File: config.mk
export PLATFORM = sky130hd
export DESIGN_NAME = radar_frame_presence_detector_unit_flat
export DESIGN_NICKNAME = d
export VERILOG_FILES = /design/src/rtl/core/rfpd_pkg.sv /design/src/rtl/core/rfpd_in_if.sv /design/src/rtl/core/rfpd_out_if.sv /design/src/rtl/core/rfpd_cfg_if.sv /design/src/rtl/core/radar_frame_presence_detector_unit.sv /design/src/rtl/core/rfpd_cfg_regs.sv /design/src/rtl/core/rfpd_framer.sv /design/src/rtl/core/rfpd_decider.sv /design/src/flat_wrapper.sv
export VERILOG_INCLUDE_DIRS = /design/src /design/src/rtl/core
export SDC_FILE = /design/constraint.sdc
export NUM_CORES = 1
export LEC_CHECK = 0
export ABC_AREA = 1
export BUFFER_PORTS_ARGS = -buffer_cell sky130_fd_sc_hd__buf_2
export CORE_ASPECT_RATIO = 1.5
export CORE_UTILIZATION = 61
export DETAILED_ROUTE_END_ITERATION = 10
export PLACE_DENSITY = 0.83
export SKIP_LAST_GASP = 1
export SYNTH_ARGS = -nofsm -noshare
export SYNTH_HDL_FRONTEND = slang
export SYNTH_SLANG_ARGS = --single-unit
export TNS_END_PERCENT = 30
File: constraint.sdc
create_clock -name clk -period 5.05 [get_ports clk]
set_input_delay 0.7575 -clock clk [delete_from_list [all_inputs] [get_ports clk]]
set_output_delay 0.7575 -clock clk [all_outputs]
set_load 0.02 [all_outputs]
File: src/rtl/core/radar_frame_presence_detector_unit_assert.svh
// ----------------------------------------------------------------------------
// Radar frame presence detector assertion macros
// Concurrent checks on clk, disabled while rst_n is low. Defining NO_ASSERTIONS
// removes them.
// ----------------------------------------------------------------------------
`ifndef RADAR_FRAME_PRESENCE_DETECTOR_UNIT_ASSERT_SVH
`define RADAR_FRAME_PRESENCE_DETECTOR_UNIT_ASSERT_SVH
`ifndef NO_ASSERTIONS
// The consequent must hold in the same cycle as the antecedent.
`define RFPD_ASSERT_SAME(lbl, ante, cons) \
  lbl: assert property (@(posedge clk) disable iff (!rst_n) (ante) |-> (cons)) \
    else $error("rfpd: same-cycle check failed");
// The consequent must hold in the cycle after the antecedent.
`define RFPD_ASSERT_NEXT(lbl, ante, cons) \
  lbl: assert property (@(posedge clk) disable iff (!rst_n) (ante) |=> (cons)) \
    else $error("rfpd: next-cycle check failed");
`else
`define RFPD_ASSERT_SAME(lbl, ante, cons)
`define RFPD_ASSERT_NEXT(lbl, ante, cons)
`endif
`endif

File: src/rtl/core/rfpd_pkg.sv
// ----------------------------------------------------------------------------
// Radar frame presence detector package
// Frame layout constants, register indexes and the types shared by the core.
// ----------------------------------------------------------------------------
package rfpd_pkg;

  // Frame header and layout.
  localparam logic [7:0] HDR_FIRST    = 8'h55;
  localparam logic [7:0] HDR_SECOND   = 8'hA5;
  localparam logic [4:0] POS_HUNT     = 5'd0;
  localparam logic [4:0] POS_HDR2     = 5'd1;
  localparam logic [4:0] POS_BODY     = 5'd2;
  localparam logic [4:0] POS_PRESENCE = 5'd8;
  localparam logic [4:0] POS_DIST_HI  = 5'd9;
  localparam logic [4:0] POS_DIST_LO  = 5'd10;
  localparam logic [4:0] POS_SIG_HI   = 5'd15;
  localparam logic [4:0] POS_SIG_LO   = 5'd16;
  localparam logic [4:0] POS_CKSUM    = 5'd17;

  // Configuration register indexes.
  localparam logic [7:0] REG_SIG_THR     = 8'd0;
  localparam logic [7:0] REG_DIST_MIN    = 8'd1;
  localparam logic [7:0] REG_DIST_MAX    = 8'd2;
  localparam logic [7:0] REG_RUN_NEEDED  = 8'd3;

  // Register reset values.
  localparam logic [15:0] RST_SIG_THR    = 16'd150;
  localparam logic [15:0] RST_DIST_MIN   = 16'd10;
  localparam logic [15:0] RST_DIST_MAX   = 16'd150;
  localparam logic [7:0]  RST_RUN_NEEDED = 8'd3;

  // Presence codes and the motion run ceiling.
  localparam logic [7:0] PRES_NONE   = 8'd0;
  localparam logic [7:0] PRES_MOTION = 8'd1;
  localparam logic [7:0] PRES_STILL  = 8'd2;
  localparam logic [7:0] RUN_MAX     = 8'hFF;

  // Reduced threshold ratio: signal * 10 >= threshold * 7.
  localparam logic [19:0] WEAK_SIG_MUL = 20'd10;
  localparam logic [19:0] WEAK_THR_MUL = 20'd7;

  // Frame status codes.
  localparam logic FRAME_OK      = 1'b0;
  localparam logic FRAME_CKS_ERR = 1'b1;

  typedef struct packed {
    logic [15:0] signal_threshold;
    logic [15:0] distance_min;
    logic [15:0] distance_max;
    logic [7:0]  motion_run_needed;
  } cfg_t;

  // What the framer knows about the byte waiting at its input.
  typedef struct packed {
    logic        last;
    logic        cksum_ok;
    logic [7:0]  presence;
    logic [15:0] distance;
    logic [15:0] signal;
  } frame_t;

  typedef struct packed {
    logic        frame_status;
    logic [7:0]  presence_code;
    logic [15:0] target_distance;
    logic [15:0] signal_level;
    logic        in_zone;
    logic        range_changed;
    logic [7:0]  motion_run;
  } result_t;

endpackage

File: src/rtl/core/rfpd_in_if.sv
// ----------------------------------------------------------------------------
// Radar frame presence detector byte channel
// One received serial byte per word, valid/ready handshake.
// ----------------------------------------------------------------------------
interface rfpd_in_if;
  logic       valid;
  logic       ready;
  logic [7:0] rx_byte;

  modport source (output valid, output rx_byte, input ready);
  modport sink (input valid, input rx_byte, output ready);
endinterface

File: src/rtl/core/rfpd_out_if.sv
// ----------------------------------------------------------------------------
// Radar frame presence detector result channel
// One frame result per word, valid/ready handshake.
// ----------------------------------------------------------------------------
interface rfpd_out_if;
  logic        valid;
  logic        ready;
  logic        frame_status;
  logic [7:0]  presence_code;
  logic [15:0] target_distance;
  logic [15:0] signal_level;
  logic        in_zone;
  logic        range_changed;
  logic [7:0]  motion_run;

  modport source (
    output valid, output frame_status, output presence_code, output target_distance,
    output signal_level, output in_zone, output range_changed, output motion_run,
    input ready
  );
  modport sink (
    input valid, input frame_status, input presence_code, input target_distance,
    input signal_level, input in_zone, input range_changed, input motion_run,
    output ready
  );
endinterface

File: src/rtl/core/rfpd_cfg_if.sv
// ----------------------------------------------------------------------------
// Radar frame presence detector configuration channel
// Register writes: index and data per word, valid/ready handshake.
// ----------------------------------------------------------------------------
interface rfpd_cfg_if;
  logic        valid;
  logic        ready;
  logic [7:0]  idx;
  logic [15:0] wdata;

  modport source (output valid, output idx, output wdata, input ready);
  modport sink (input valid, input idx, input wdata, output ready);
endinterface

File: src/rtl/core/radar_frame_presence_detector_unit.sv
// ----------------------------------------------------------------------------
// Radar frame presence detector
// Frames a radar serial byte stream and reports presence decisions.
// ----------------------------------------------------------------------------
// Usage:
// Bytes enter on in_ch (valid/ready, one rx_byte per word). The block looks
// for the 0x55 0xA5 header, collects an 18-byte frame and checks its additive
// checksum. The byte that ends a frame yields one word on out_ch; all other
// bytes yield nothing. cfg_ch writes the threshold, distance window and motion
// run length by index; it is always ready and must only be used while idle.
// An accepted byte is held in an input register and then handled; a frame
// result is held in a result register and stays on out_ch until it is taken.
// One byte per cycle is sustained unless a frame-ending byte waits: it stays
// in the input register while the result register is still full and
// out_ch.ready is low. Other bytes keep flowing while a result waits.
// Reset (synchronous, rst_n low) returns to the header hunt, clears the motion
// run and previous decision, empties both registers and restores the default
// configuration.
// ----------------------------------------------------------------------------
`include "radar_frame_presence_detector_unit_assert.svh"

module radar_frame_presence_detector_unit (
  input  logic       clk,
  input  logic       rst_n,
  rfpd_in_if.sink    in_ch,
  rfpd_out_if.source out_ch,
  rfpd_cfg_if.sink   cfg_ch
);
  import rfpd_pkg::*;

  logic       byte_valid_r;
  logic [7:0] byte_r;
  logic       out_valid_r;
  result_t    result_r;
  logic       step;
  logic       in_take;
  cfg_t       cfg;
  frame_t     frm;
  result_t    res;

  rfpd_cfg_regs u_cfg (
    .clk    (clk),
    .rst_n  (rst_n),
    .cfg_ch (cfg_ch),
    .cfg    (cfg)
  );

  rfpd_framer u_framer (
    .clk     (clk),
    .rst_n   (rst_n),
    .step    (step),
    .rx_byte (byte_r),
    .frm     (frm)
  );

  rfpd_decider u_decider (
    .clk   (clk),
    .rst_n (rst_n),
    .step  (step),
    .frm   (frm),
    .cfg   (cfg),
    .res   (res)
  );

  // The held byte moves on unless it ends a frame and the result slot is taken.
  assign step        = byte_valid_r && (!frm.last || !out_valid_r || out_ch.ready);
  assign in_ch.ready = !byte_valid_r || step;
  assign in_take     = in_ch.valid && in_ch.ready;

  // Input register.
  always_ff @(posedge clk) begin
    if (!rst_n) begin
      byte_valid_r <= 1'b0;
    end else if (in_take) begin
      byte_valid_r <= 1'b1;
    end else if (step) begin
      byte_valid_r <= 1'b0;
    end
  end

  always_ff @(posedge clk) begin
    if (in_take) begin
      byte_r <= in_ch.rx_byte;
    end
  end

  // Result register.
  always_ff @(posedge clk) begin
    if (!rst_n) begin
      out_valid_r <= 1'b0;
    end else if (step && frm.last) begin
      out_valid_r <= 1'b1;
    end else if (out_ch.ready) begin
      out_valid_r <= 1'b0;
    end
  end

  always_ff @(posedge clk) begin
    if (step && frm.last) begin
      result_r <= res;
    end
  end

  assign out_ch.valid           = out_valid_r;
  assign out_ch.frame_status    = result_r.frame_status;
  assign out_ch.presence_code   = result_r.presence_code;
  assign out_ch.target_distance = result_r.target_distance;
  assign out_ch.signal_level    = result_r.signal_level;
  assign out_ch.in_zone         = result_r.in_zone;
  assign out_ch.range_changed   = result_r.range_changed;
  assign out_ch.motion_run      = result_r.motion_run;

  // Checks on the framing and result logic.
  `RFPD_ASSERT_NEXT(a_frame_end_gives_word, step && frm.last, out_valid_r)
  `RFPD_ASSERT_NEXT(a_bad_sum_flagged, step && frm.last && !frm.cksum_ok, result_r.frame_status == FRAME_CKS_ERR)
  `RFPD_ASSERT_SAME(a_err_fields_zero, out_valid_r && result_r.frame_status == FRAME_CKS_ERR, !result_r.in_zone && !result_r.range_changed && result_r.motion_run == 8'd0)
  `RFPD_ASSERT_SAME(a_range_needs_presence, out_valid_r && result_r.in_zone, result_r.presence_code != PRES_NONE)

endmodule

File: src/rtl/core/rfpd_cfg_regs.sv
// ----------------------------------------------------------------------------
// Radar frame presence detector configuration registers
// Holds the threshold, distance window and motion run length.
// ----------------------------------------------------------------------------
module rfpd_cfg_regs (
  input  logic          clk,
  input  logic          rst_n,
  rfpd_cfg_if.sink      cfg_ch,
  output rfpd_pkg::cfg_t cfg
);
  import rfpd_pkg::*;

  cfg_t cfg_r;

  // Writes are always taken; an unknown index is ignored.
  assign cfg_ch.ready = 1'b1;
  assign cfg = cfg_r;

  always_ff @(posedge clk) begin
    if (!rst_n) begin
      cfg_r.signal_threshold  <= RST_SIG_THR;
      cfg_r.distance_min      <= RST_DIST_MIN;
      cfg_r.distance_max      <= RST_DIST_MAX;
      cfg_r.motion_run_needed <= RST_RUN_NEEDED;
    end else if (cfg_ch.valid) begin
      case (cfg_ch.idx)
        REG_SIG_THR:    cfg_r.signal_threshold  <= cfg_ch.wdata;
        REG_DIST_MIN:   cfg_r.distance_min      <= cfg_ch.wdata;
        REG_DIST_MAX:   cfg_r.distance_max      <= cfg_ch.wdata;
        REG_RUN_NEEDED: cfg_r.motion_run_needed <= cfg_ch.wdata[7:0];
        default: ;
      endcase
    end
  end

endmodule

File: src/rtl/core/rfpd_framer.sv
// ----------------------------------------------------------------------------
// Radar frame presence detector framer
// Hunts for the header, tracks the byte position, sums the frame and
// captures the presence, distance and signal fields.
// ----------------------------------------------------------------------------
module rfpd_framer (
  input  logic             clk,
  input  logic             rst_n,
  input  logic             step,
  input  logic [7:0]       rx_byte,
  output rfpd_pkg::frame_t frm
);
  import rfpd_pkg::*;

  logic [4:0]  pos_r, pos_nxt;
  logic [7:0]  sum_r, sum_nxt;
  logic [7:0]  presence_r;
  logic [15:0] distance_r;
  logic [15:0] signal_r;
  logic [7:0]  sum_add;

  assign sum_add = sum_r + rx_byte;

  // Position and checksum sequencing.
  always_comb begin
    pos_nxt = pos_r;
    sum_nxt = sum_r;
    if (pos_r >= POS_CKSUM) begin
      pos_nxt = POS_HUNT;
    end else begin
      case (pos_r)
        POS_HUNT: begin
          if (rx_byte == HDR_FIRST) begin
            sum_nxt = rx_byte;
            pos_nxt = POS_HDR2;
          end
        end
        POS_HDR2: begin
          if (rx_byte == HDR_SECOND) begin
            sum_nxt = sum_add;
            pos_nxt = POS_BODY;
          end else begin
            pos_nxt = POS_HUNT;
          end
        end
        default: begin
          sum_nxt = sum_add;
          pos_nxt = pos_r + 5'd1;
        end
      endcase
    end
  end

  always_ff @(posedge clk) begin
    if (!rst_n) begin
      pos_r <= POS_HUNT;
      sum_r <= '0;
    end else if (step) begin
      pos_r <= pos_nxt;
      sum_r <= sum_nxt;
    end
  end

  // Field capture from fixed frame positions.
  always_ff @(posedge clk) begin
    if (step) begin
      case (pos_r)
        POS_PRESENCE: presence_r        <= rx_byte;
        POS_DIST_HI:  distance_r[15:8]  <= rx_byte;
        POS_DIST_LO:  distance_r[7:0]   <= rx_byte;
        POS_SIG_HI:   signal_r[15:8]    <= rx_byte;
        POS_SIG_LO:   signal_r[7:0]     <= rx_byte;
        default: ;
      endcase
    end
  end

  assign frm.last     = (pos_r >= POS_CKSUM);
  assign frm.cksum_ok = (rx_byte == sum_r);
  assign frm.presence = presence_r;
  assign frm.distance = distance_r;
  assign frm.signal   = signal_r;

endmodule

File: src/rtl/core/rfpd_decider.sv
// ----------------------------------------------------------------------------
// Radar frame presence detector decider
// Updates the motion run, makes the in-range decision and builds the result.
// ----------------------------------------------------------------------------
module rfpd_decider (
  input  logic              clk,
  input  logic              rst_n,
  input  logic              step,
  input  rfpd_pkg::frame_t  frm,
  input  rfpd_pkg::cfg_t    cfg,
  output rfpd_pkg::result_t res
);
  import rfpd_pkg::*;

  logic [7:0]  motion_r, motion_nxt;
  logic        last_dec_r;
  logic        decision;
  logic        sig_ok;
  logic        dist_ok;
  logic        weak_ok;
  logic [19:0] sig_scaled;
  logic [19:0] thr_scaled;
  logic        good_frame;

  assign good_frame = step && frm.last && frm.cksum_ok;

  // Motion run: cleared on no presence, saturating count on motion or still presence; other codes hold it.
  always_comb begin
    motion_nxt = motion_r;
    if (frm.presence == PRES_NONE) begin
      motion_nxt = '0;
    end else if (frm.presence == PRES_MOTION || frm.presence == PRES_STILL) begin
      if (motion_r != RUN_MAX) begin
        motion_nxt = motion_r + 8'd1;
      end
    end
  end

  // Detection decision; the reduced path stands in for a 0.7 threshold factor.
  assign sig_scaled = 20'(frm.signal) * WEAK_SIG_MUL;
  assign thr_scaled = 20'(cfg.signal_threshold) * WEAK_THR_MUL;
  assign sig_ok     = (frm.signal >= cfg.signal_threshold);
  assign dist_ok    = (frm.distance >= cfg.distance_min) &&
                      (frm.distance <= cfg.distance_max);
  assign weak_ok    = (motion_nxt >= cfg.motion_run_needed) && (sig_scaled >= thr_scaled);
  assign decision   = (frm.presence != PRES_NONE) && dist_ok && (sig_ok || weak_ok);

  always_ff @(posedge clk) begin
    if (!rst_n) begin
      motion_r   <= '0;
      last_dec_r <= 1'b0;
    end else if (good_frame) begin
      motion_r   <= motion_nxt;
      last_dec_r <= decision;
    end
  end

  // A checksum error gives a status word with all other fields zero.
  always_comb begin
    res = '0;
    if (frm.cksum_ok) begin
      res.frame_status    = FRAME_OK;
      res.presence_code   = frm.presence;
      res.target_distance = frm.distance;
      res.signal_level    = frm.signal;
      res.in_zone         = decision;
      res.range_changed   = decision ^ last_dec_r;
      res.motion_run      = motion_nxt;
    end else begin
      res.frame_status    = FRAME_CKS_ERR;
    end
  end

endmodule

File: src/flat_wrapper.sv
// flat-port wrapper written by rule: the top's interface ports become plain ports
module radar_frame_presence_detector_unit_flat import rfpd_pkg::*;
  (clk, rst_n, in_ch_valid, in_ch_rx_byte, in_ch_ready, out_ch_valid, out_ch_frame_status, out_ch_presence_code, out_ch_target_distance, out_ch_signal_level, out_ch_in_zone, out_ch_range_changed, out_ch_motion_run, out_ch_ready, cfg_ch_valid, cfg_ch_idx, cfg_ch_wdata, cfg_ch_ready);
  rfpd_in_if in_ch_i ();
  rfpd_out_if out_ch_i ();
  rfpd_cfg_if cfg_ch_i ();
  input  logic clk;
  input  logic rst_n;
  input wire logic [$bits(in_ch_i.valid)-1:0] in_ch_valid;
  input wire logic [$bits(in_ch_i.rx_byte)-1:0] in_ch_rx_byte;
  output wire logic [$bits(in_ch_i.ready)-1:0] in_ch_ready;
  output wire logic [$bits(out_ch_i.valid)-1:0] out_ch_valid;
  output wire logic [$bits(out_ch_i.frame_status)-1:0] out_ch_frame_status;
  output wire logic [$bits(out_ch_i.presence_code)-1:0] out_ch_presence_code;
  output wire logic [$bits(out_ch_i.target_distance)-1:0] out_ch_target_distance;
  output wire logic [$bits(out_ch_i.signal_level)-1:0] out_ch_signal_level;
  output wire logic [$bits(out_ch_i.in_zone)-1:0] out_ch_in_zone;
  output wire logic [$bits(out_ch_i.range_changed)-1:0] out_ch_range_changed;
  output wire logic [$bits(out_ch_i.motion_run)-1:0] out_ch_motion_run;
  input wire logic [$bits(out_ch_i.ready)-1:0] out_ch_ready;
  input wire logic [$bits(cfg_ch_i.valid)-1:0] cfg_ch_valid;
  input wire logic [$bits(cfg_ch_i.idx)-1:0] cfg_ch_idx;
  input wire logic [$bits(cfg_ch_i.wdata)-1:0] cfg_ch_wdata;
  output wire logic [$bits(cfg_ch_i.ready)-1:0] cfg_ch_ready;
  assign in_ch_i.valid = in_ch_valid;
  assign in_ch_i.rx_byte = in_ch_rx_byte;
  assign in_ch_ready = in_ch_i.ready;
  assign out_ch_valid = out_ch_i.valid;
  assign out_ch_frame_status = out_ch_i.frame_status;
  assign out_ch_presence_code = out_ch_i.presence_code;
  assign out_ch_target_distance = out_ch_i.target_distance;
  assign out_ch_signal_level = out_ch_i.signal_level;
  assign out_ch_in_zone = out_ch_i.in_zone;
  assign out_ch_range_changed = out_ch_i.range_changed;
  assign out_ch_motion_run = out_ch_i.motion_run;
  assign out_ch_i.ready = out_ch_ready;
  assign cfg_ch_i.valid = cfg_ch_valid;
  assign cfg_ch_i.idx = cfg_ch_idx;
  assign cfg_ch_i.wdata = cfg_ch_wdata;
  assign cfg_ch_ready = cfg_ch_i.ready;
  radar_frame_presence_detector_unit u_core (.clk(clk), .rst_n(rst_n), .in_ch(in_ch_i), .out_ch(out_ch_i), .cfg_ch(cfg_ch_i));
endmodule
**Word level (Yosys, flattened, before mapping)**

Cells that the tools add are included.

- Add/subtract/negate cells: 3
- Multipliers: 2
- Order comparisons: 6
- Equal/unequal tests: 18
- Muxes and demuxes: 15
- Bitwise operators: 2
- Reductions and logical operators: 33

Operators with widths:

| cell | count |
|---|---|
| 8-bit two-way mux | 5 |
| 16-bit by 3-bit multiplier with 19-bit output, second input constant | 2 |
| 16-bit >= comparator | 2 |
| 8-bit by 2-bit equality test with 1-bit output, second input constant | 3 |
| 5-bit by 4-bit equality test with 1-bit output, second input constant | 4 |
| 20-bit by 19-bit >= comparator with 1-bit output | 1 |
| 2-bit AND reduction | 10 |
| 8-bit by 1-bit equality test with 1-bit output, second input constant | 2 |
| 16-bit less-or-equal comparator | 1 |
| 8-bit zero test | 2 |
| 8-bit case mux with 2 select lines | 1 |
| 5-bit two-way mux | 2 |
| 5-bit case mux with 2 select lines | 1 |
| 8-bit by 1-bit adder with 8-bit output, second input constant | 1 |
| 8-bit adder | 1 |
| 8-bit by 7-bit equality test with 1-bit output, second input constant | 1 |
| 8-bit equality test | 1 |
| 8-bit equality test, second input constant | 1 |
| 8-bit >= comparator | 1 |
| 1-bit logical AND | 8 |
| 8-bit inequality test, second input constant | 1 |
| 8-bit nonzero test | 1 |
| 5-bit by 1-bit adder with 5-bit output, second input constant | 1 |
| 5-bit by 1-bit equality test with 1-bit output, second input constant | 1 |
| 13 further kinds | 25 |

- Bits in registers: 179
- Input port bits: 37
- Output and inout port bits: 54
- Logic and storage cells: 102

**Logic depth before layout (Yosys ltp)**

Gate-level depths: netlist (run 1).

- Depth after elaboration: 9
- Mapped depth: 30
- Mapped depth without buffers: 30

**Cells and area by module**

From an unflattened synthesis (run 1), not the netlist that was laid out.

- Cells, all modules: 1,330
- Area total of the unflattened synthesis: 11,265.8 sq um

Modules (own cells, without submodules):

| module | instances | cells each | area an instance (sq um) | seq. area each (sq um) |
|---|---|---|---|---|
| rfpd_decider | 1 | 696 | 4,586.9 | 180.2 |
| rfpd_framer | 1 | 229 | 2,438.6 | 1,461.4 |
| rfpd_cfg_regs | 1 | 328 | 2,349.8 | 1,121.1 |
| radar_frame_presence_detector_unit | 1 | 77 | 1,890.6 | 1,811.7 |

**Worst setup path before layout (run 1)**

Ideal clock, no wire load.

- Path kind: reg2reg
- Start point: register u_core.u_cfg.cfg_r, in the netlist u_core.u_cfg.cfg[44]
- End point: register u_core.result_r, in the netlist u_core.out_ch.range_changed, data pin
- Library setup time: 255 ps
- Arrival time: 3,542 ps
- Data required time: 4,795 ps
- Path slack: 1,254 ps
- Stages on the path, launching flop included: 28
- Buffers on the path: 0
- Period minus slack after synthesis: 3,796 ps
- Cell sequence: dfxtp_1 -> fa_1 -> ha_1 -> a21oi_1 -> nand2_1 -> a21oi_1 -> o21ai_1 -> a21boi_0 -> o21ai_1 -> nand3_1 -> nand2_1 -> xor2_1 -> ha_1 -> nand2_1 -> nor2_1 -> nand3_1 -> nor2_1 -> nor2_1 -> nand2_1 -> nand2_1 -> nand2_1 -> nand2_1 -> nand2_1 -> nand2_1 -> nand2_1 -> nand3_1 -> nand2_1 -> nor2_1

- Longest elaborated chain between the ends: 6
- Elaborated cells on any way between the ends: 7
- Classes of those cells: mul (1); order compare (2); bitwise (1); reduce/logical (3)

RTL lines:

| item | RTL line | text |
|---|---|---|
| start: declaration | rfpd_cfg_regs.sv:13 | `cfg_t cfg_r;` |
| 16-bit by 3-bit multiplier with 19-bit output | rfpd_decider.sv:41 | `assign thr_scaled = 20'(cfg.signal_threshold) * WEAK_THR_MUL;` |
| 20-bit by 19-bit >= comparator with 1-bit output | rfpd_decider.sv:45 | `assign weak_ok = (motion_nxt >= cfg.motion_run_needed) && (sig_scaled >= thr_scaled);` |
| 1-bit logical AND | rfpd_decider.sv:45 |  |
| 1-bit logical OR (*) | rfpd_decider.sv:46 | `assign decision = (frm.presence != PRES_NONE) && dist_ok && (sig_ok \|\| weak_ok);` |
| 1-bit logical AND (*) | rfpd_decider.sv:46 |  |
| 1-bit XOR (*) | rfpd_decider.sv:67 | `res.range_changed = decision ^ last_dec_r;` |
| end signal: assignment | radar_frame_presence_detector_unit.sv:100 | `result_r <= res;` |
| end: declaration | radar_frame_presence_detector_unit.sv:34 | `result_t result_r;` |

Mark *: on every way between the ends. The rest lies on a longest branch, timed or not.
A chain may end at the register's enable or synchronous reset.

**Worst setup path after layout (run 1)**

Ends and elaborated chain as after synthesis.

==> results_dict.tcl, run 1 <==
set metrics [dict create \
    synth_flop_cell "edfxtp_1" \
    mostFrequentLayoutCells "193 x inv_1, 146 x nand2_1, 132 x a21oi_1, 132 x ha_1, 100 x nor2_1" \
    rsz0062_at_grt "no" \
    status "complete, no violations" \
    leakagePower_nw 5.26 \
    relSlewSlack 0.183 \
    routed_via_density 5.65 \
    fmax_ghz 0.221 \
    cts_tree "yes" \
    drv_cap 0 \
    combPwrFrac 0.066 \
    endpoint_kind "flop" \
    drc 0 \
    coreArea_um2 16900 \
    clk_path_buf_depth 2 \
    slew_viol_final 0 \
    ys_seq_elements 179 \
    fin_area_um2 11900 \
    drt_wl_total_mm 24.9 \
    path_max_fanout 5 \
    postCtsSetupRepairBufs 0 \
    cts.sinks 179 \
    ys_warn_count 0 \
    tns_ps 0 \
    die_y_um 164 \
    hp-class "reg -> reg" \
    vias 8413 \
    row_count 58 \
    wl_per_cell_um 16.7 \
    synth-seq-area-share 0.430 \
    grt_use_total 0.297 \
    overflow 0 \
    fin_nets 1454 \
    synth-edff-count 99 \
    fin_worst_skew_ps 9.57 \
    grt_pass1_vias 8631 \
    grt_pass1_wl_mm 40.4 \
    worstSetupPathType "reg -> reg" \
    drt-pass1-iter-count 5 \
    first_iter_violations 624 \
    switchingPower_w 0.000739 \
    ios 91 \
    htreeDepth 4 \
    placed_area_um2 11300 \
    grt_max_degree 52 \
    intPower_w 0.00245 \
    async_reset_ff_frac 0 \
    fp.dieW_um 110 \
    utilization 0.703 \
    place_hpwl_mm 18.4 \
    sw_frac_of_total 0.232 \
    root_buffer "clkbuf_16" \
    final.min_clock_period_ps 4520 \
    finalSetupViolCount 0 \
    seq_power_share 0.497 \
    insertion_delay_ps 430 \
    clk_pin_slew_ps 70 \
    crit_arrival_ps 4710 \
    p_clk_frac 0.438 \
    drive_gt1_frac 0.119 \
    cts_resized 0 \
    dieArea_um2 18000 \
    netlist_instances 1182 \
    worstMarginPinSlew_ps 1220 \
    min_period_over_period 0.896 \
    hold_viol 0 \
    numCtsBuffers 17 \
    startpoint_type "flop" \
    avgSynthCellArea_um2 9.00 \
    final_antenna_net_count 0 \
    yosys.cell_types.count 52 \
    crit_required_ps 5240 \
    synth.net_count 1369 \
    ir_drop_uv 238 \
    port_buffers 89 \
    hold_buffers 0 \
    timing.hold.ws_ps 458 \
    power_density_nw_per_um2 268 \
    gp_congestion 0.911 \
    floorplan.initialDensity 0.629 \
    area_growth_pct 11.7 \
    n_antenna_cell 0 \
    antenna_found_initial 0 \
    final_common_cell "inv_1" \
    netlist_area_um2 10600 \
]
Yosys cell counts (2+ instances only):
cell type    n  share of area
a211oi_1     4         0.0028
a21oi_1    132          0.062
a31oi_1     11         0.0065
buf_2        4         0.0019
buf_4        2         0.0014
clkbuf_1    20         0.0071
dfxtp_1     80           0.15
edfxtp_1    99           0.28
fa_1        18          0.034
ha_1       132           0.16
inv_1      194          0.068
inv_2        3         0.0011
nand2_1    146          0.051
nand2_4      2         0.0021
nand3_1     31          0.015
nand4_1      9         0.0053
nor2_1     100          0.035
nor2_2       2         0.0012
nor2_4       2         0.0021
nor3_1      12         0.0056
nor3_2       2         0.0019
nor3b_1      2         0.0014
nor4_1       2         0.0012
o2111ai_1    2         0.0016
o211ai_1    15          0.011
o21a_1       3         0.0021
o21ai_0     72          0.034
o21ai_1     20         0.0094
o21ai_2      2         0.0016
or2_2        6         0.0035
xnor2_1      9         0.0074
xor2_1      24          0.020
metrics by stage:
| stage | power, W | setup WS, ps | cells |
|---|---|---|---|
| floorplan | 0.00175 | 1250 | 1182 |
| global placement | 0.00181 | 922 | 1458 |
| detailed placement | 0.00182 | 707 | 1458 |
| CTS | 0.00319 | 644 | 1490 |
| global route | 0.00328 | 102 | 1490 |
| finish | 0.00319 | 527 | 1490 |
final timing paths:
check	start	to	slack [ps]	cells after the start
max	u_core.u_cfg.cfg[44]	u_core.out_ch.range_changed	530	27
min reg2reg	u_core.u_cfg.cfg[22]	u_core.u_cfg.cfg[22]	460	2
min	u_core.u_cfg.cfg[22]	u_core.u_cfg.cfg[22]	460	2
max reg2reg	u_core.u_cfg.cfg[44]	u_core.out_ch.range_changed	530	27
logic make-up (layout without fill, tap and decap cells):
group | count (synthesis) | count (layout) | synth area share
other | 1 | 1 | 0.000352
buffers and inverters | 225 | 323 | 0.0815
adders and majority gates | 150 | 150 | 0.189
xor gates and xnor gates | 33 | 33 | 0.0272
AOI/OAI and AO/OA | 270 | 270 | 0.138
DFF | 179 | 179 | 0.430
and+or+nand+nor | 324 | 324 | 0.134
power by group through the flow:
stage | combinational (W) | sequential [W] | clock (W)
finish | 0.000210 | 0.00158 | 0.00139
global route | 0.000238 | 0.00158 | 0.00146
CTS | 0.000208 | 0.00158 | 0.00140
detailed placement | 0.000206 | 0.00161 | 0
global placement | 0.000200 | 0.00161 | 0
floorplan | 0.000145 | 0.00160 | 0
layout make-up:
| type | count | area (µm²) |
|---|---|---|
| multi-input cells | 778 | 5200 |
| inverters | 198 | 746 |
| well taps | 210 | 263 |
| clock buffers | 24 | 514 |
| repair buffers | 93 | 475 |
| clock inverters | 8 | 113 |
| fillers | 1268 | 5020 |
| flip-flops and latches | 179 | 4570 |
flip-flops by register name, indices dropped and copies added, names as in the netlist, 16 cells and up:
register	count
u_core.u_cfg.cfg	56
u_core.out_ch.signal_level	16
u_core.out_ch.target_distance	16
u_core.u_framer.distance_r	16
u_core.u_framer.signal_r	16
per-layer routing:
layer,global-route usage,share of wire
met5,0,0
met4,0.180,0.052
met3,0.0556,0.043
met2,0.535,0.53
met1,0.314,0.37
critical path, cell delays in order (launching register included):
cell	delay (ps)
dfxtp_1	500
fa_1	480
ha_1	370
a21oi_1	160
nand2_1	100
a21oi_1	280
o21ai_1	150
a21boi_0	340
o21ai_1	170
nand3_1	100
nand2_1	60
xor2_1	140
ha_1	290
nand2_1	70
nor2_1	160
nand3_1	100
nor2_1	130
nor2_1	40
nand2_1	60
nand2_1	40
nand2_1	50
nand2_1	40
nand2_1	100
nand2_1	60
nand2_1	100
nand3_1	70
nand2_1	60
nor2_1	40
Note: power is estimated with default switching activity, not from simulation.
==> run 2: changes to the inputs <==
--- a/config.mk
+++ b/config.mk
@@ -12,6 +12,8 @@
 export CORE_UTILIZATION = 61
 export DETAILED_ROUTE_END_ITERATION = 10
 export PLACE_DENSITY = 0.83
+export RECOVER_POWER = 100
+export SKIP_CTS_REPAIR_TIMING = 1
 export SKIP_LAST_GASP = 1
 export SYNTH_ARGS = -nofsm -noshare
 export SYNTH_HDL_FRONTEND = slang
==> run 2 against run 1 <==
The run now ends with max-capacitance violations, max-slew violations left. Clock skew about the same. Combinational power decreased by 3%. Maximum frequency about the same. Critical path depth unchanged. Final area decreased by 1.1%. Sequential power about the same. Core utilization decreased by 0.76 points. Count of clock-buffer cells in the layout unchanged. Non-clock buffer count unchanged. Routed wire length increased by 0.22%. Power decreased by 0.19%. Global-route usage unchanged. Largest cell class unchanged.
==> results_dict.tcl, run 2 (synthesis gave the netlist of run 1 again) <==
set metrics [dict create \
    status "finished with violations" \
    violations "max-capacitance violations, max-slew violations" \
    antenna_found_initial 0 \
    met2_usage 0.535 \
    min_period_over_period 0.895 \
    htreeDepth 4 \
    grt_pass1_wl_mm 40.4 \
    insertion_delay_ps 440 \
    hold_viol 0 \
    final_common_cell "inv_1" \
    final.min_clock_period_ps 4520 \
    r2r-end "u_core.out_ch.range_changed" \
    crit_arrival_ps 4710 \
    mostFrequentLayoutCells "196 x inv_1, 148 x nand2_1, 132 x a21oi_1, 132 x ha_1, 101 x nor2_1" \
    worstMarginPinSlew_ps 2200 \
    drv_cap 3 \
    critPathMaxStageDelay_ps 510 \
    top_usage_layer "met2" \
    fill_cells 1310 \
    relSlewSlack -0.468 \
    tns_ps 0 \
    hold_end "u_core.u_cfg.cfg[22]" \
    largest_reg_flops 56 \
    hp-class "reg -> reg" \
    switchingPower_w 0.000736 \
    final_antenna_net_count 0 \
    intPower_w 0.00244 \
    use_met1 0.314 \
    coreArea_um2 16900 \
    reg2reg_slack_ps 530 \
    clk_path_buf_depth 2 \
    path_max_fanout 5 \
    cpLargestDelayFamily "simple AND/OR/NAND/NOR gates" \
    grt_use_total 0.297 \
    drc 0 \
    n_antenna_cell 0 \
    vias 8532 \
    rsz0062_at_grt "no" \
    power_density_nw_per_um2 271 \
    first_iter_violations 573 \
    combPwrFrac 0.064 \
    fmax_ghz 0.221 \
    utilization 0.695 \
    drt-pass1-iter-count 5 \
    gp_congestion 0.911 \
    numCtsBuffers 17 \
    endpoint_kind "flop" \
    fin_worst_skew_ps 9.68 \
    seq_power_share 0.497 \
    cts_tree "yes" \
    row_count 58 \
    routed_via_density 5.73 \
    overflow 0 \
    crit_cells 27 \
    r2r_cells 27 \
    drt_wl_total_mm 24.9 \
    sw_frac_of_total 0.231 \
    cpMostUsedCell "nand2_1" \
    clk_pin_slew_ps 70 \
    floorplan.initialDensity 0.629 \
    min_from "u_core.u_cfg.cfg[22]" \
    dieArea_um2 18000 \
    root_buffer "clkbuf_16" \
    port_buffers 89 \
    area_growth_pct 10.5 \
    grt_max_degree 52 \
    p_clk_frac 0.439 \
    cp_slowest_cell "dfxtp_1" \
    ir_drop_uv 239 \
    wl_per_cell_um 16.7 \
    worstReg2RegStart "u_core.u_cfg.cfg[44]" \
    leakagePower_nw 5.14 \
    die_y_um 164 \
    slew_viol_final 153 \
    ios 91 \
    grt_use_met3 0.0556 \
    fp.dieW_um 110 \
    crit_required_ps 5240 \
    startpoint_type "flop" \
    drive_gt1_frac 0.0641 \
    power_w 0.00318 \
    fin_nets 1454 \
    whs_path_depth 2 \
    worstSetupPathType "reg -> reg" \
    cts.sinks 179 \
    finalSetupViolCount 0 \
    cp.buffers_inverters 0 \
    place_hpwl_mm 18.4 \
    grt_pass1_vias 8631 \
]
-- run 2: cell count changes in the layout (fill, tap and decap cells not counted), moves of 2 or more --
cell      change
o21ai_2       -2
o21ai_0      +15
nand2_4       -2
clkbuf_1     +59
buf_4         -4
nand2_1       +2
inv_2         -3
o21ai_1      -13
buf_2        -55
inv_1         +3
-- run 2: final cells by class --
class	count	area [µm²]	area share
Sequential cell	179	4570	0.389
Clock buffer	24	514	0.0437
Inverter	198	744	0.0633
Timing Repair Buffer	93	392	0.0333
Tap cell	210	263	0.0223
Clock inverter	8	113	0.00958
Multi-Input combinational cell	778	5160	0.439
-- run 2: layer usage --
metal,up-vias,routed length (µm)
li1,4149,-
met1,4018,9120
met2,278,13100
met3,87,1270
met4,0,1430
met5,-,0
-- run 2: worst max path at each step --
stage                    startpoint                           to
2_1_floorplan  u_core.u_cfg.cfg[44]  u_core.out_ch.range_changed
3_3_place_gp   u_core.u_cfg.cfg[44]  u_core.out_ch.range_changed
3_5_place_dp   u_core.u_cfg.cfg[42]  u_core.out_ch.range_changed
4_1_cts        u_core.u_cfg.cfg[44]  u_core.out_ch.range_changed
5_1_grt        u_core.u_cfg.cfg[44]  u_core.out_ch.range_changed
6_report       u_core.u_cfg.cfg[44]  u_core.out_ch.range_changed
-- run 2: power by group through the flow --
stage	Combinational [W]	Clock, W	Sequential (W)
finish	0.000204	0.00139	0.00158
global route	0.000232	0.00146	0.00158
CTS	0.000208	0.00140	0.00158
detailed placement	0.000206	0	0.00161
global placement	0.000200	0	0.00161
floorplan	0.000145	0	0.00160
-- run 2: worst register-to-register path: stages (launching register included) --
cell      delay (ps)
dfxtp_1          510
fa_1             490
ha_1             370
a21oi_1          160
nand2_1          100
a21oi_1          280
o21ai_1          150
a21boi_0         320
o21ai_1          170
nand3_1          100
nand2_1           60
xor2_1           140
ha_1             290
nand2_1           70
nor2_1           170
nand3_1          110
nor2_1           130
nor2_1            40
nand2_1           60
nand2_1           40
nand2_1           50
nand2_1           40
nand2_1          100
nand2_1           60
nand2_1          100
nand3_1           70
nand2_1           60
nor2_1            40
-- run 2: stage by stage --
| stage | worst slack (ps) | hold slack [ps] | instance area, µm² | std cells |
|---|---|---|---|---|
| after detailed placement | 707 | 451 | 11300 | 1458 |
| final | 531 | 459 | 11800 | 1490 |
| after CTS | 644 | 459 | 11900 | 1490 |
| after global placement | 922 | 441 | 11300 | 1458 |
| after floorplan | 1250 | 433 | 10600 | 1182 |
| after global routing | 102 | 473 | 11800 | 1490 |
==> run 3: changes to the inputs <==
--- a/config.mk
+++ b/config.mk
@@ -11,7 +11,7 @@
 export CORE_ASPECT_RATIO = 1.5
 export CORE_UTILIZATION = 61
 export DETAILED_ROUTE_END_ITERATION = 10
-export PLACE_DENSITY = 0.83
+export PLACE_DENSITY = 0.81
 export RECOVER_POWER = 100
 export SKIP_CTS_REPAIR_TIMING = 1
 export SKIP_LAST_GASP = 1
==> run 3 against run 2 <==
The run still ends with max-capacitance violations, max-slew violations left. Largest power group unchanged. Combinational power barely moved. Count of clock-buffer cells in the layout is 6 lower. Maximum frequency rose by 5.2%.
==> results_dict.tcl, run 3 (synthesis gave the netlist of run 1 again) <==
set metrics [dict create \
    relSlewSlack -0.225 \
    grt_use_total 0.289 \
    insertion_delay_ps 430 \
    finalSetupViolCount 0 \
    layout_setup_ws_ps 754 \
    numCtsBuffers 17 \
    clk_path_buf_depth 2 \
    startpoint_type "flop" \
    cpMostUsedCell "nand2_1" \
    root_buffer "clkbuf_16" \
    largest_reg_flops 56 \
    fmax_ghz 0.233 \
    place_hpwl_mm 18.2 \
    fp.dieW_um 110 \
    multiInputGateArea_um2 5140 \
    violations "max-capacitance violations, max-slew violations" \
    drc 0 \
    path_max_fanout 5 \
    p_clk_frac 0.420 \
    sw_frac_of_total 0.246 \
    mostFrequentLayoutCells "197 x inv_1, 148 x nand2_1, 132 x a21oi_1, 132 x ha_1, 102 x nor2_1" \
    tns_ps 0 \
    dieArea_um2 18000 \
    antenna_found_initial 0 \
    worstMarginPinSlew_ps 1840 \
    combPwrFrac 0.065 \
    power_density_nw_per_um2 263 \
    final_antenna_net_count 0 \
    wl_per_cell_um 16.5 \
    port_buffers 89 \
    first_iter_violations 547 \
    min_period_over_period 0.851 \
    leakagePower_nw 5.12 \
    critPathMaxStageDelay_ps 470 \
    switchingPower_w 0.000756 \
    drt-pass1-iter-count 5 \
    gp_congestion 0.895 \
    drv_cap 1 \
    endpoint_kind "flop" \
    cp_slowest_cell "dfxtp_1" \
    grt_max_degree 74 \
    fill_cells 1341 \
    row_count 58 \
    fin_nets 1454 \
    slew_viol_final 52 \
    crit_arrival_ps 4490 \
    vias 8440 \
    grt_pass1_vias 8379 \
    rsz0062_at_grt "no" \
    seqCellArea_um2 4570 \
    crit_required_ps 5240 \
    routed_via_density 5.66 \
    ios 91 \
    hold_viol 0 \
    floorplan.initialDensity 0.629 \
    worstSetupPathType "reg -> reg" \
    fin_worst_skew_ps 11.4 \
    dpl_worst_slack_ps 808 \
    coreArea_um2 16900 \
    final_common_cell "inv_1" \
    n_antenna_cell 0 \
    hp-class "reg -> reg" \
    seq_power_share 0.515 \
    drive_gt1_frac 0.0664 \
    grt_pass1_wl_mm 39.2 \
    area_growth_pct 9.90 \
    ir_drop_uv 210 \
    intPower_w 0.00232 \
    htreeDepth 4 \
    die_y_um 164 \
    overflow 0 \
    drt_wl_total_mm 24.6 \
    status "finished with violations" \
    cts.sinks 179 \
    cts_tree "yes" \
    final.min_clock_period_ps 4300 \
    clk_pin_slew_ps 70 \
]
==> run 3: cell count changes in the layout (fill, tap and decap cells not counted), sizes merged <==
cell      before  now
bufinv         2    1
clkinv         2    3
inv          199  204
clkinvlp       3    4
buf           34   37
clkbuf        83   74
==> run 3: final timing paths <==
path | start | end | slack, ps | depth (start not counted)
hold reg to reg | u_core.u_cfg.cfg[36] | u_core.u_cfg.cfg[36] | 460 | 2
setup / recovery | u_core.u_cfg.cfg[44] | u_core.out_ch.range_changed | 750 | 27
setup reg to reg | u_core.u_cfg.cfg[44] | u_core.out_ch.range_changed | 750 | 27
hold / removal | u_core.u_cfg.cfg[36] | u_core.u_cfg.cfg[36] | 460 | 2
==> run 3: area by class of cell <==
type	instances	share of cell area
Timing Repair Buffer	93	0.0341
Multi-Input combinational cell	778	0.440
Inverter	198	0.0637
Sequential cell	179	0.391
Clock buffer	18	0.0367
Clock inverter	14	0.0121
Tap cell	210	0.0225
==> run 3: worst max-delay path: cells and delay by family (launching register included) <==
kind                       cells  cell delay (ps)
AOI/OAI and AO/OA              5              960
xor gates and xnor gates       1              150
adders and majority gates      3             1130
DFF                            1              470
and+or+nand+nor               18             1330
==> run 3: power groups by stage <==
stage | clock [W] | sequential [W] | combinational, W
global route | 0.00136 | 0.00158 | 0.000227
finish | 0.00129 | 0.00158 | 0.000201
global placement | 0 | 0.00161 | 0.000202
detailed placement | 0 | 0.00161 | 0.000207
floorplan | 0 | 0.00160 | 0.000145
CTS | 0.00130 | 0.00158 | 0.000208
==> run 3: stage by stage <==
stage	cells	power (W)	instance area, µm²	hold WS [ps]	util
final	1490	0.00307	11700	458	0.692
after global routing	1490	0.00317	11700	476	0.692
after CTS	1490	0.00309	11800	461	0.700
after detailed placement	1458	0.00182	11300	451	0.666
after global placement	1458	0.00181	11300	444	0.666
after floorplan	1182	0.00175	10600	433	-
==> run 3: layer usage <==
layer	track usage	part of all wire
met5	0	0
met1	0.319	0.39
met2	0.519	0.53
met4	0.165	0.048
met3	0.0433	0.034
